===== config.mk =====
export PLATFORM = sky130hd
export DESIGN_NAME = i2c_master_byte_engine
export DESIGN_NICKNAME = d
export VERILOG_FILES = /design/src/rtl/core/i2cm_pkg.sv /design/src/rtl/core/i2c_master_byte_engine.sv /design/src/rtl/core/i2cm_core.sv /design/src/rtl/core/i2cm_obuf.sv
export SDC_FILE = /design/constraint.sdc
export NUM_CORES = 1
export LEC_CHECK = 0
export BUFFER_PORTS_ARGS = -buffer_cell sky130_fd_sc_hd__buf_4
export CAP_MARGIN = 40
export CORE_ASPECT_RATIO = 1.25
export CORE_MARGIN = 2
export CORE_UTILIZATION = 25
export CTS_CLUSTER_DIAMETER = 150
export DETAILED_ROUTE_END_ITERATION = 7
export GPL_ROUTABILITY_DRIVEN = 0
export PLACE_DENSITY = 0.45
export SYNTH_ARGS = -nofsm -noshare
export SYNTH_HDL_FRONTEND = slang
export SYNTH_HIERARCHICAL = 1
export SYNTH_SLANG_ARGS = --single-unit

===== constraint.sdc =====
create_clock -name clk -period 3.2 [get_ports clk]
set_input_delay 0.64 -clock clk [delete_from_list [all_inputs] [get_ports clk]]
set_output_delay 0.64 -clock clk [all_outputs]
set_load 0.01 [all_outputs]

===== src/rtl/core/i2cm_pkg.sv =====
// ----------------------------------------------------------------------------
// i2cm_pkg
// Shared types and codes for the I2C master byte engine: input and result
// words, command codes, phase encoding.
// ----------------------------------------------------------------------------
`default_nettype none

package i2cm_pkg;

	localparam int unsigned HALF_W = 9;

	// command codes
	localparam logic [1:0] REQ_START = 2'd0;
	localparam logic [1:0] REQ_STOP  = 2'd1;
	localparam logic [1:0] REQ_WRITE = 2'd2;
	localparam logic [1:0] REQ_READ  = 2'd3;

	localparam logic [HALF_W-1:0] HALF_RESET = 9'd10;

	typedef struct packed {
		logic       cmd_valid;
		logic [1:0] req_type;
		logic [7:0] write_byte;
		logic       master_ack;
		logic       sda_in;
	} i2cm_in_t;

	typedef struct packed {
		logic       scl_level;
		logic       sda_drive;
		logic       busy_res;
		logic       done_res;
		logic [7:0] read_data;
		logic       nack_seen;
	} i2cm_out_t;

	typedef enum logic [14:0] {
		PH_IDLE = 15'b000000000000001,
		PH_ST0  = 15'b000000000000010,
		PH_ST1  = 15'b000000000000100,
		PH_ST2  = 15'b000000000001000,
		PH_SP0  = 15'b000000000010000,
		PH_SP1  = 15'b000000000100000,
		PH_SP2  = 15'b000000001000000,
		PH_WHI  = 15'b000000010000000,
		PH_WLO  = 15'b000000100000000,
		PH_WAH  = 15'b000001000000000,
		PH_WAL  = 15'b000010000000000,
		PH_RHI  = 15'b000100000000000,
		PH_RLO  = 15'b001000000000000,
		PH_RAH  = 15'b010000000000000,
		PH_RAL  = 15'b100000000000000
	} i2cm_phase_t;

endpackage

`default_nettype wire


===== src/rtl/core/i2c_master_byte_engine.sv =====
// ----------------------------------------------------------------------------
// i2c_master_byte_engine
// I2C master byte engine: one input word per bus tick, one result word per
// input word carrying the SCL/SDA levels and command status.
// ----------------------------------------------------------------------------
//
// Channel   Dir   Handshake              Word
// in        in    in_valid / in_ready    i2cm_in_t  (command, write byte, SDA sample)
// out       out   out_valid / out_ready  i2cm_out_t (SCL, SDA, busy, done, data, nack)
// cfg       in    cfg_valid / cfg_ready  9-bit half period, ticks per SCL half
//
// One word enters every cycle while in_ready is high; its result is in the
// output register on the next cycle.
// The sequencer state and the result register are the only timing path.
// The output register drains and refills in the same cycle; in_ready drops
// only while a result waits and out_ready is low, which freezes the engine.
// Reset clears the engine to idle with SCL and SDA released; half period is 10.
// cfg_ready is always high.
// ----------------------------------------------------------------------------
`default_nettype none

module i2c_master_byte_engine (
	input  wire                           clk,
	input  wire                           arst_n,
	input  wire                           in_valid,
	output logic                          in_ready,
	input  i2cm_pkg::i2cm_in_t            in_data,
	output logic                          out_valid,
	input  wire                           out_ready,
	output i2cm_pkg::i2cm_out_t           out_data,
	input  wire                           cfg_valid,
	output logic                          cfg_ready,
	input  wire [i2cm_pkg::HALF_W-1:0]    cfg_data
);
	import i2cm_pkg::*;

	logic              fire;
	logic              room;
	logic [HALF_W-1:0] half_q;
	i2cm_out_t         step_res;

	// accept a word whenever the result register can take its result
	assign in_ready  = room;
	assign fire      = in_valid && room;
	assign cfg_ready = 1'b1;

	// hold the half period; a new value times the next phase that starts
	always_ff @(posedge clk or negedge arst_n) begin
		if (!arst_n) begin
			half_q <= HALF_RESET;
		end else if (cfg_valid) begin
			half_q <= cfg_data;
		end
	end

	// advance the bus sequencer by one tick per accepted word
	i2cm_core u_core (
		.clk         (clk),
		.arst_n      (arst_n),
		.fire        (fire),
		.item        (in_data),
		.half_period (half_q),
		.result      (step_res)
	);

	// register the result word toward the consumer
	i2cm_obuf u_obuf (
		.clk       (clk),
		.arst_n    (arst_n),
		.load      (fire),
		.din       (step_res),
		.room      (room),
		.out_valid (out_valid),
		.out_ready (out_ready),
		.out_data  (out_data)
	);

	// every accepted word yields a result on the next cycle
	a_fire_result: assert property (@(posedge clk) disable iff (!arst_n)
		fire |=> out_valid)
		else $error("accepted word produced no result");

	// a completing command reports not busy
	a_done_idle: assert property (@(posedge clk) disable iff (!arst_n)
		(out_valid && out_data.done_res) |-> !out_data.busy_res)
		else $error("done reported while busy");

endmodule

`default_nettype wire


===== src/rtl/core/i2cm_core.sv =====
// ----------------------------------------------------------------------------
// i2cm_core
// Bus phase sequencer: holds the engine state and advances it by one tick
// for every accepted word; presents the result word of that tick.
// ----------------------------------------------------------------------------
`default_nettype none

module i2cm_core (
	input  wire                          clk,
	input  wire                          arst_n,
	input  wire                          fire,
	input  i2cm_pkg::i2cm_in_t           item,
	input  wire [i2cm_pkg::HALF_W-1:0]   half_period,
	output i2cm_pkg::i2cm_out_t          result
);
	import i2cm_pkg::*;

	i2cm_phase_t       phase_q, phase_d;
	logic [3:0]        bit_cnt_q, bit_cnt_d;
	logic [7:0]        shift_q, shift_d;
	logic [HALF_W-1:0] delay_q, delay_d;
	logic              scl_q, scl_d;
	logic              sda_q, sda_d;
	logic              nack_q, nack_d;
	logic              ack_q, ack_d;
	logic [7:0]        rdata_q, rdata_d;
	logic              done;
	logic [HALF_W-1:0] hlen;
	logic [3:0]        bit_inc;

	// zero half period counts as one tick
	assign hlen    = (half_period == '0) ? {{(HALF_W-1){1'b0}}, 1'b1} : half_period;
	assign bit_inc = bit_cnt_q + 4'd1;

	always_comb begin
		phase_d   = phase_q;
		bit_cnt_d = bit_cnt_q;
		shift_d   = shift_q;
		delay_d   = delay_q;
		scl_d     = scl_q;
		sda_d     = sda_q;
		nack_d    = nack_q;
		ack_d     = ack_q;
		rdata_d   = rdata_q;
		done      = 1'b0;
		if (phase_q == PH_IDLE) begin
			if (item.cmd_valid) begin
				delay_d = hlen;
				case (item.req_type)
					REQ_START: begin
						phase_d = PH_ST0;
						scl_d   = 1'b1;
						sda_d   = 1'b1;
						delay_d = {{(HALF_W-1){1'b0}}, 1'b1};
					end
					REQ_STOP: begin
						phase_d = PH_SP0;
						sda_d   = 1'b0;
					end
					REQ_WRITE: begin
						phase_d   = PH_WHI;
						shift_d   = item.write_byte;
						bit_cnt_d = '0;
						scl_d     = 1'b1;
						sda_d     = item.write_byte[7];
					end
					default: begin
						phase_d   = PH_RHI;
						shift_d   = '0;
						bit_cnt_d = '0;
						ack_d     = item.master_ack;
						scl_d     = 1'b1;
						sda_d     = 1'b1;
					end
				endcase
			end
		end else begin
			delay_d = delay_q - {{(HALF_W-1){1'b0}}, 1'b1};
			if (delay_d == '0) begin
				delay_d = hlen;
				case (phase_q)
					PH_ST0: begin phase_d = PH_ST1; scl_d = 1'b1; sda_d = 1'b0; end
					PH_ST1: begin phase_d = PH_ST2; scl_d = 1'b0; sda_d = 1'b0; end
					PH_SP0: begin phase_d = PH_SP1; scl_d = 1'b1; sda_d = 1'b0; end
					PH_SP1: begin phase_d = PH_SP2; scl_d = 1'b1; sda_d = 1'b1; end
					PH_WHI: begin phase_d = PH_WLO; scl_d = 1'b0; end
					PH_WLO: begin
						shift_d   = {shift_q[6:0], 1'b0};
						bit_cnt_d = bit_inc;
						scl_d     = 1'b1;
						if (bit_inc[3]) begin
							phase_d = PH_WAH;
							sda_d   = 1'b1;
						end else begin
							phase_d = PH_WHI;
							sda_d   = shift_q[6];
						end
					end
					PH_WAH: begin
						nack_d  = item.sda_in;
						phase_d = PH_WAL;
						scl_d   = 1'b0;
						sda_d   = 1'b1;
					end
					PH_RHI: begin
						shift_d = {shift_q[6:0], item.sda_in};
						phase_d = PH_RLO;
						scl_d   = 1'b0;
						sda_d   = 1'b1;
					end
					PH_RLO: begin
						bit_cnt_d = bit_inc;
						scl_d     = 1'b1;
						if (bit_inc[3]) begin
							rdata_d = shift_q;
							phase_d = PH_RAH;
							sda_d   = ~ack_q;
						end else begin
							phase_d = PH_RHI;
							sda_d   = 1'b1;
						end
					end
					PH_RAH: begin phase_d = PH_RAL; scl_d = 1'b0; end
					default: begin
						// closing phase of any command: back to idle
						phase_d = PH_IDLE;
						delay_d = '0;
						done    = 1'b1;
					end
				endcase
			end
		end
	end

	always_comb begin
		result.scl_level = scl_d;
		result.sda_drive = sda_d;
		result.busy_res  = (phase_d != PH_IDLE);
		result.done_res  = done;
		result.read_data = rdata_d;
		result.nack_seen = nack_d;
	end

	always_ff @(posedge clk or negedge arst_n) begin
		if (!arst_n) begin
			phase_q   <= PH_IDLE;
			bit_cnt_q <= '0;
			shift_q   <= '0;
			delay_q   <= '0;
			scl_q     <= 1'b1;
			sda_q     <= 1'b1;
			nack_q    <= 1'b0;
			ack_q     <= 1'b0;
			rdata_q   <= '0;
		end else if (fire) begin
			phase_q   <= phase_d;
			bit_cnt_q <= bit_cnt_d;
			shift_q   <= shift_d;
			delay_q   <= delay_d;
			scl_q     <= scl_d;
			sda_q     <= sda_d;
			nack_q    <= nack_d;
			ack_q     <= ack_d;
			rdata_q   <= rdata_d;
		end
	end

	// the delay counter is zero exactly while idle
	a_idle_delay: assert property (@(posedge clk) disable iff (!arst_n)
		(phase_q == PH_IDLE) == (delay_q == '0))
		else $error("delay counter out of step with phase");

	// bit counter never passes eight
	a_bit_cnt: assert property (@(posedge clk) disable iff (!arst_n)
		bit_cnt_q <= 4'd8)
		else $error("bit counter overran");

endmodule

`default_nettype wire


===== src/rtl/core/i2cm_obuf.sv =====
// ----------------------------------------------------------------------------
// i2cm_obuf
// Result register: holds one result word until the consumer takes it and
// lets a new word in the same cycle the held one drains.
// ----------------------------------------------------------------------------
`default_nettype none

module i2cm_obuf (
	input  wire                  clk,
	input  wire                  arst_n,
	input  wire                  load,
	input  i2cm_pkg::i2cm_out_t  din,
	output logic                 room,
	output logic                 out_valid,
	input  wire                  out_ready,
	output i2cm_pkg::i2cm_out_t  out_data
);
	import i2cm_pkg::*;

	logic      valid_q;
	i2cm_out_t data_q;

	assign room      = !valid_q || out_ready;
	assign out_valid = valid_q;
	assign out_data  = data_q;

	always_ff @(posedge clk or negedge arst_n) begin
		if (!arst_n) begin
			valid_q <= 1'b0;
		end else if (load) begin
			valid_q <= 1'b1;
		end else if (out_ready) begin
			valid_q <= 1'b0;
		end
	end

	always_ff @(posedge clk) begin
		if (load) begin
			data_q <= din;
		end
	end

	// a waiting word stays put until taken
	a_hold_word: assert property (@(posedge clk) disable iff (!arst_n)
		(out_valid && !out_ready) |=> (out_valid && $stable(out_data)))
		else $error("waiting result word changed or dropped");

endmodule

`default_nettype wire


==> results.md <==
- The number of hold buffers added after CTS is 0.
- Summed over all layers, the global routing overflow is 0.
- Of the cells placed in the final design, the portion with a size suffix greater than 1 is 0.312.
- The clock tree from TritonCTS is yes.
- The number of pins exceeding their max-slew limit in the final report is 0.
- The most critical setup path has its startpoint at u_core/phase_q[5].
- The initial core utilization is 0.255.
- Synthesis inferred 71 register bits.
- The total power of the final layout is ~0.0039 W.
- The fraction of registers with async set/reset is 0.817.
- In the layout the commonest cells are sky130_fd_sc_hd__buf_4, sky130_fd_sc_hd__nand2_1, sky130_fd_sc_hd__dfrtp_1, sky130_fd_sc_hd__nor2_1, sky130_fd_sc_hd__mux2_2.
- The pin slew with the least headroom to its limit is between 0.7 and 0.8 ns.
- The share of total power dissipated in the clock network is 0.281.
- The worst register-to-register path begins at u_core/phase_q[5].
- Data arrives at the worst endpoint at 3.23 ns.
- The number of standard cells after synthesis is a little under 400.
- Of the total power, the share spent switching nets is 0.366.
- The DRC violations left is 0.
- The number of vias per cell is 4.82.
- The worst min-delay path class is input port to asynchronous set/reset pin.
- The count of synthesis-stage warnings from yosys is 6.
- Yosys attributes the largest share of cell area to sky130_fd_sc_hd__dfrtp_1, sky130_fd_sc_hd__edfxtp_1, sky130_fd_sc_hd__mux2_2.
- In the final timing run, aggregate negative setup slack is 0 ns.
- For this design, the slowest cell found on the critical path is sky130_fd_sc_hd__nor4_4.
- The H-tree level count is 3.
- Of the post-synthesis cell area, the dominant cell type holds 0.323.
- After legalization and detailed placement, the total HPWL measured about 8300 microns.
- Of the total power, combinational logic draws 0.369.
- Counting the buffers created by CTS gives 9.
- The post-synthesis cell area is 0.00411 sq mm.
- The post-route fraction of the period consumed by the critical path is 0.941.
- The clock skew is 0.00643 ns.
- The via count of the first global-routing pass came to 3,353.
- Clock latency on the worst-skew pair, taken at its later pin, is 0.34 ns.
- The number of distinct library cells after synthesis is 69.
- The data required time of the worst path is ~3.4 ns.
- The clock period minus worst slack is 3.01 ns.
- In this run the clock root is driven by a sky130_fd_sc_hd__clkbuf_16.
- After routing the design area is 0.00505 sq mm.
- 0 antenna diodes ended up in the layout.
- The number of antenna violations at the first check in global routing was 0.
- Across all register-to-register paths, the minimum setup slack is 0.19 ns.
- In this run the worst setup path terminates at u_core/bit_cnt_q[0].
- The sequential share of the synthesized area is 0.450.
- The sequential group share of total power is 0.350.
- The final net count is 480.
- The average wire per standard cell is 16.8 microns.
- The first-iteration detailed-routing DRC count is 199.
- The sink count of the clock tree is 71.
- The run finished with clean final reports.
- The number of cells on the worst reg-to-reg path is 7.
- Timing would allow up to 332 MHz.
- The analysis attributes to cell leakage a power of 2.16 nW.
- The worst pin sits at a relative slew slack of 0.480.
- The first global-routing pass estimated 18,400 microns of wire.
- The total length of routed wires is ~11,000 microns.
- The maximum VDD drop is approximately 360 uV.
- The tightest hold margin is approximately 0.37 ns.
- The total cell area at the placement stage is 0.00473 sq mm.
- The number of max-capacitance violations reported is 0.
- Entering global routing, the biggest net connects 59 pins.
- The count of flip-flops with a built-in enable after synthesis is 13.
- The die height is about 150 microns.
- Of all nets on the critical path, the largest fanout is 9.
- The worst setup path is captured at a flop.
- The largest total area in the synthesized netlist belongs to sky130_fd_sc_hd__dfrtp_1.
- Walking the worst path, the cells encountered are nor4_4 -> nand2_1 -> or4_1 -> o41ai_1 -> buf_4 -> and2_1 -> mux2_2.
- The cell internal power dissipation is 0.00246 W.
- In this run the critical register-to-register path is captured at u_core/bit_cnt_q[0].
- The worst setup slack before clock tree synthesis is 0.208 ns.
- The clock-pin slew reported for the worst setup and hold paths after clock tree synthesis is 0.06 ns.
- The maximum single-stage delay on the critical path is just over 0.6 ns.
- The core outline area is 0.0161 sq mm.
- After floorplanning, the core was divided into 52 placement rows.
- The first detailed-routing pass took 4 iterations.
- The area of the die is 0.0175 sq mm.
- The clock passes through at most 2 buffers.
- Setup repair after global routing left no endpoint under its margin.
- The layout-stage area growth over the synthesis result is 22.9%.
- The switching power of the nets is 0.00142 W.
- The final hold violation count is 0.
- The horizontal die dimension is 119 microns.
- The count of buffers inserted at the top-level ports is 41.
- The number of nets in the synthesized netlist is 428.
- Across all setup checks in the final design, the least slack found is 0.189 ns.
- The remaining antenna violation count after routing is 0.
- Setup violations remaining at the end of the flow were counted as 0.
- The routed layout has 3,235 vias.
- After synthesis, the mean cell area works out to 10.3 sq um.
- STA classifies the critical path startpoint as a flop.
- For this design the ratio of total power to cell area is about 770 mW/mm^2.
- The library cell used most frequently in the layout, excluding fill and tap cells, is sky130_fd_sc_hd__buf_4.
- The I/O pin total is 43.
- The most used flip-flop cell after synthesis is sky130_fd_sc_hd__dfrtp_1.
- In the global route stage, overall resource usage came out at 0.135.
- The setup path with the least slack is of type flop to flop.
==> power by group through the flow <==
stage | Sequential, W | Combinational, W | Clock [W]
final | 0.00135 | 0.00143 | 0.00109
after global routing | 0.00139 | 0.00159 | 0.00115
after CTS | 0.00135 | 0.00142 | 0.00111
after detailed placement | 0.00137 | 0.00142 | 0
after global placement | 0.00137 | 0.00142 | 0
after floorplan | 0.00129 | 0.00104 | 0
==> how the worst min path moves through the flow <==
stage,startpoint,to,slack (ns),cells after the start
3_3_place_gp,u_core/nack_q,u_core/nack_q,0.49,1
6_report,arst_n,u_obuf/out_valid,0.37,1
5_1_grt,arst_n,u_obuf/out_valid,0.44,1
3_5_place_dp,u_core/rdata_q[3],u_core/rdata_q[3],0.50,1
4_1_cts,arst_n,u_obuf/out_valid,0.42,1
2_1_floorplan,arst_n,half_q[0],0.34,0
==> critical path: cells and delay by family (launching register included) <==
family                 cells  cell delay, ns
AO/OA/AOI/OAI              1            0.34
buffers and inverters      1            0.18
flip-flops                 1            0.49
multiplexers               1            0.35
AND/OR/NAND/NOR            4            1.54
==> cell families (layout without fill, tap and decap cells) <==
logic type | Yosys count | in the layout | share of synthesized area
buffers and inverters | 29 | 86 | 0.0399
AOI/OAI and AO/OA | 75 | 75 | 0.121
adders and majority gates | 3 | 3 | 0.00914
DFF | 71 | 71 | 0.450
other | 1 | 1 | 0.000913
xor gates and xnor gates | 13 | 13 | 0.0277
and+or+nand+nor | 166 | 166 | 0.227
muxes | 40 | 40 | 0.125
==> Yosys cell counts, drive strengths merged (4+ instances only) <==
| cell type | number |
|---|---|
| o21ai | 29 |
| buf | 12 |
| dfstp | 5 |
| xnor2 | 7 |
| nand2 | 55 |
| clkbuf | 13 |
| nor4b | 4 |
| nand2b | 4 |
| nor3 | 14 |
| and2 | 4 |
| inv | 4 |
| nor4 | 12 |
| nand3 | 19 |
| a22o | 5 |
| a21oi | 14 |
| edfxtp | 13 |
| or4 | 7 |
| dfrtp | 53 |
| xor2 | 6 |
| mux2 | 40 |
| nor2 | 25 |
==> routing by layer <==
metal,global-route usage,share of wire
met5,0,0
met4,0.0577,0.026
met3,0.0233,0.029
met2,0.232,0.51
met1,0.165,0.43
==> flip-flops by register name, summed over array words and instances (netlist names) <==
signal            flops
u_core/phase_q       15
u_obuf/out_data      13
half_q                9
u_core/delay_q        9
u_core/rdata_q        8
u_core/shift_q        8
u_core/bit_cnt_q      4
u_core/ack_q          1
u_core/nack_q         1
u_core/scl_q          1
u_core/sda_q          1
u_obuf/out_valid      1
==> metrics by stage <==
stage,cells,utilization
after CTS,671,0.313
after floorplan,398,-
after global placement,655,0.293
after global routing,671,0.313
after detailed placement,655,0.293
final,671,0.313
==> cell type report <==
| class | instances | area (sq um) |
|---|---|---|
| clock buffer | 10 | 229 |
| clock inverter | 6 | 92.6 |
| fill | 1733 | 11100 |
| inverter | 4 | 15.0 |
| multi-input combinational | 298 | 2100 |
| sequential | 71 | 1850 |
| tap | 216 | 270 |
| timing repair buffer | 66 | 495 |
==> timing repair <==
action / in CTS / in global routing
setup endpoints to repair: 0 / 1
buffers inserted: 0 / 0
gates resized for setup: 0 / 1
(Power assumes the default switching activity.)
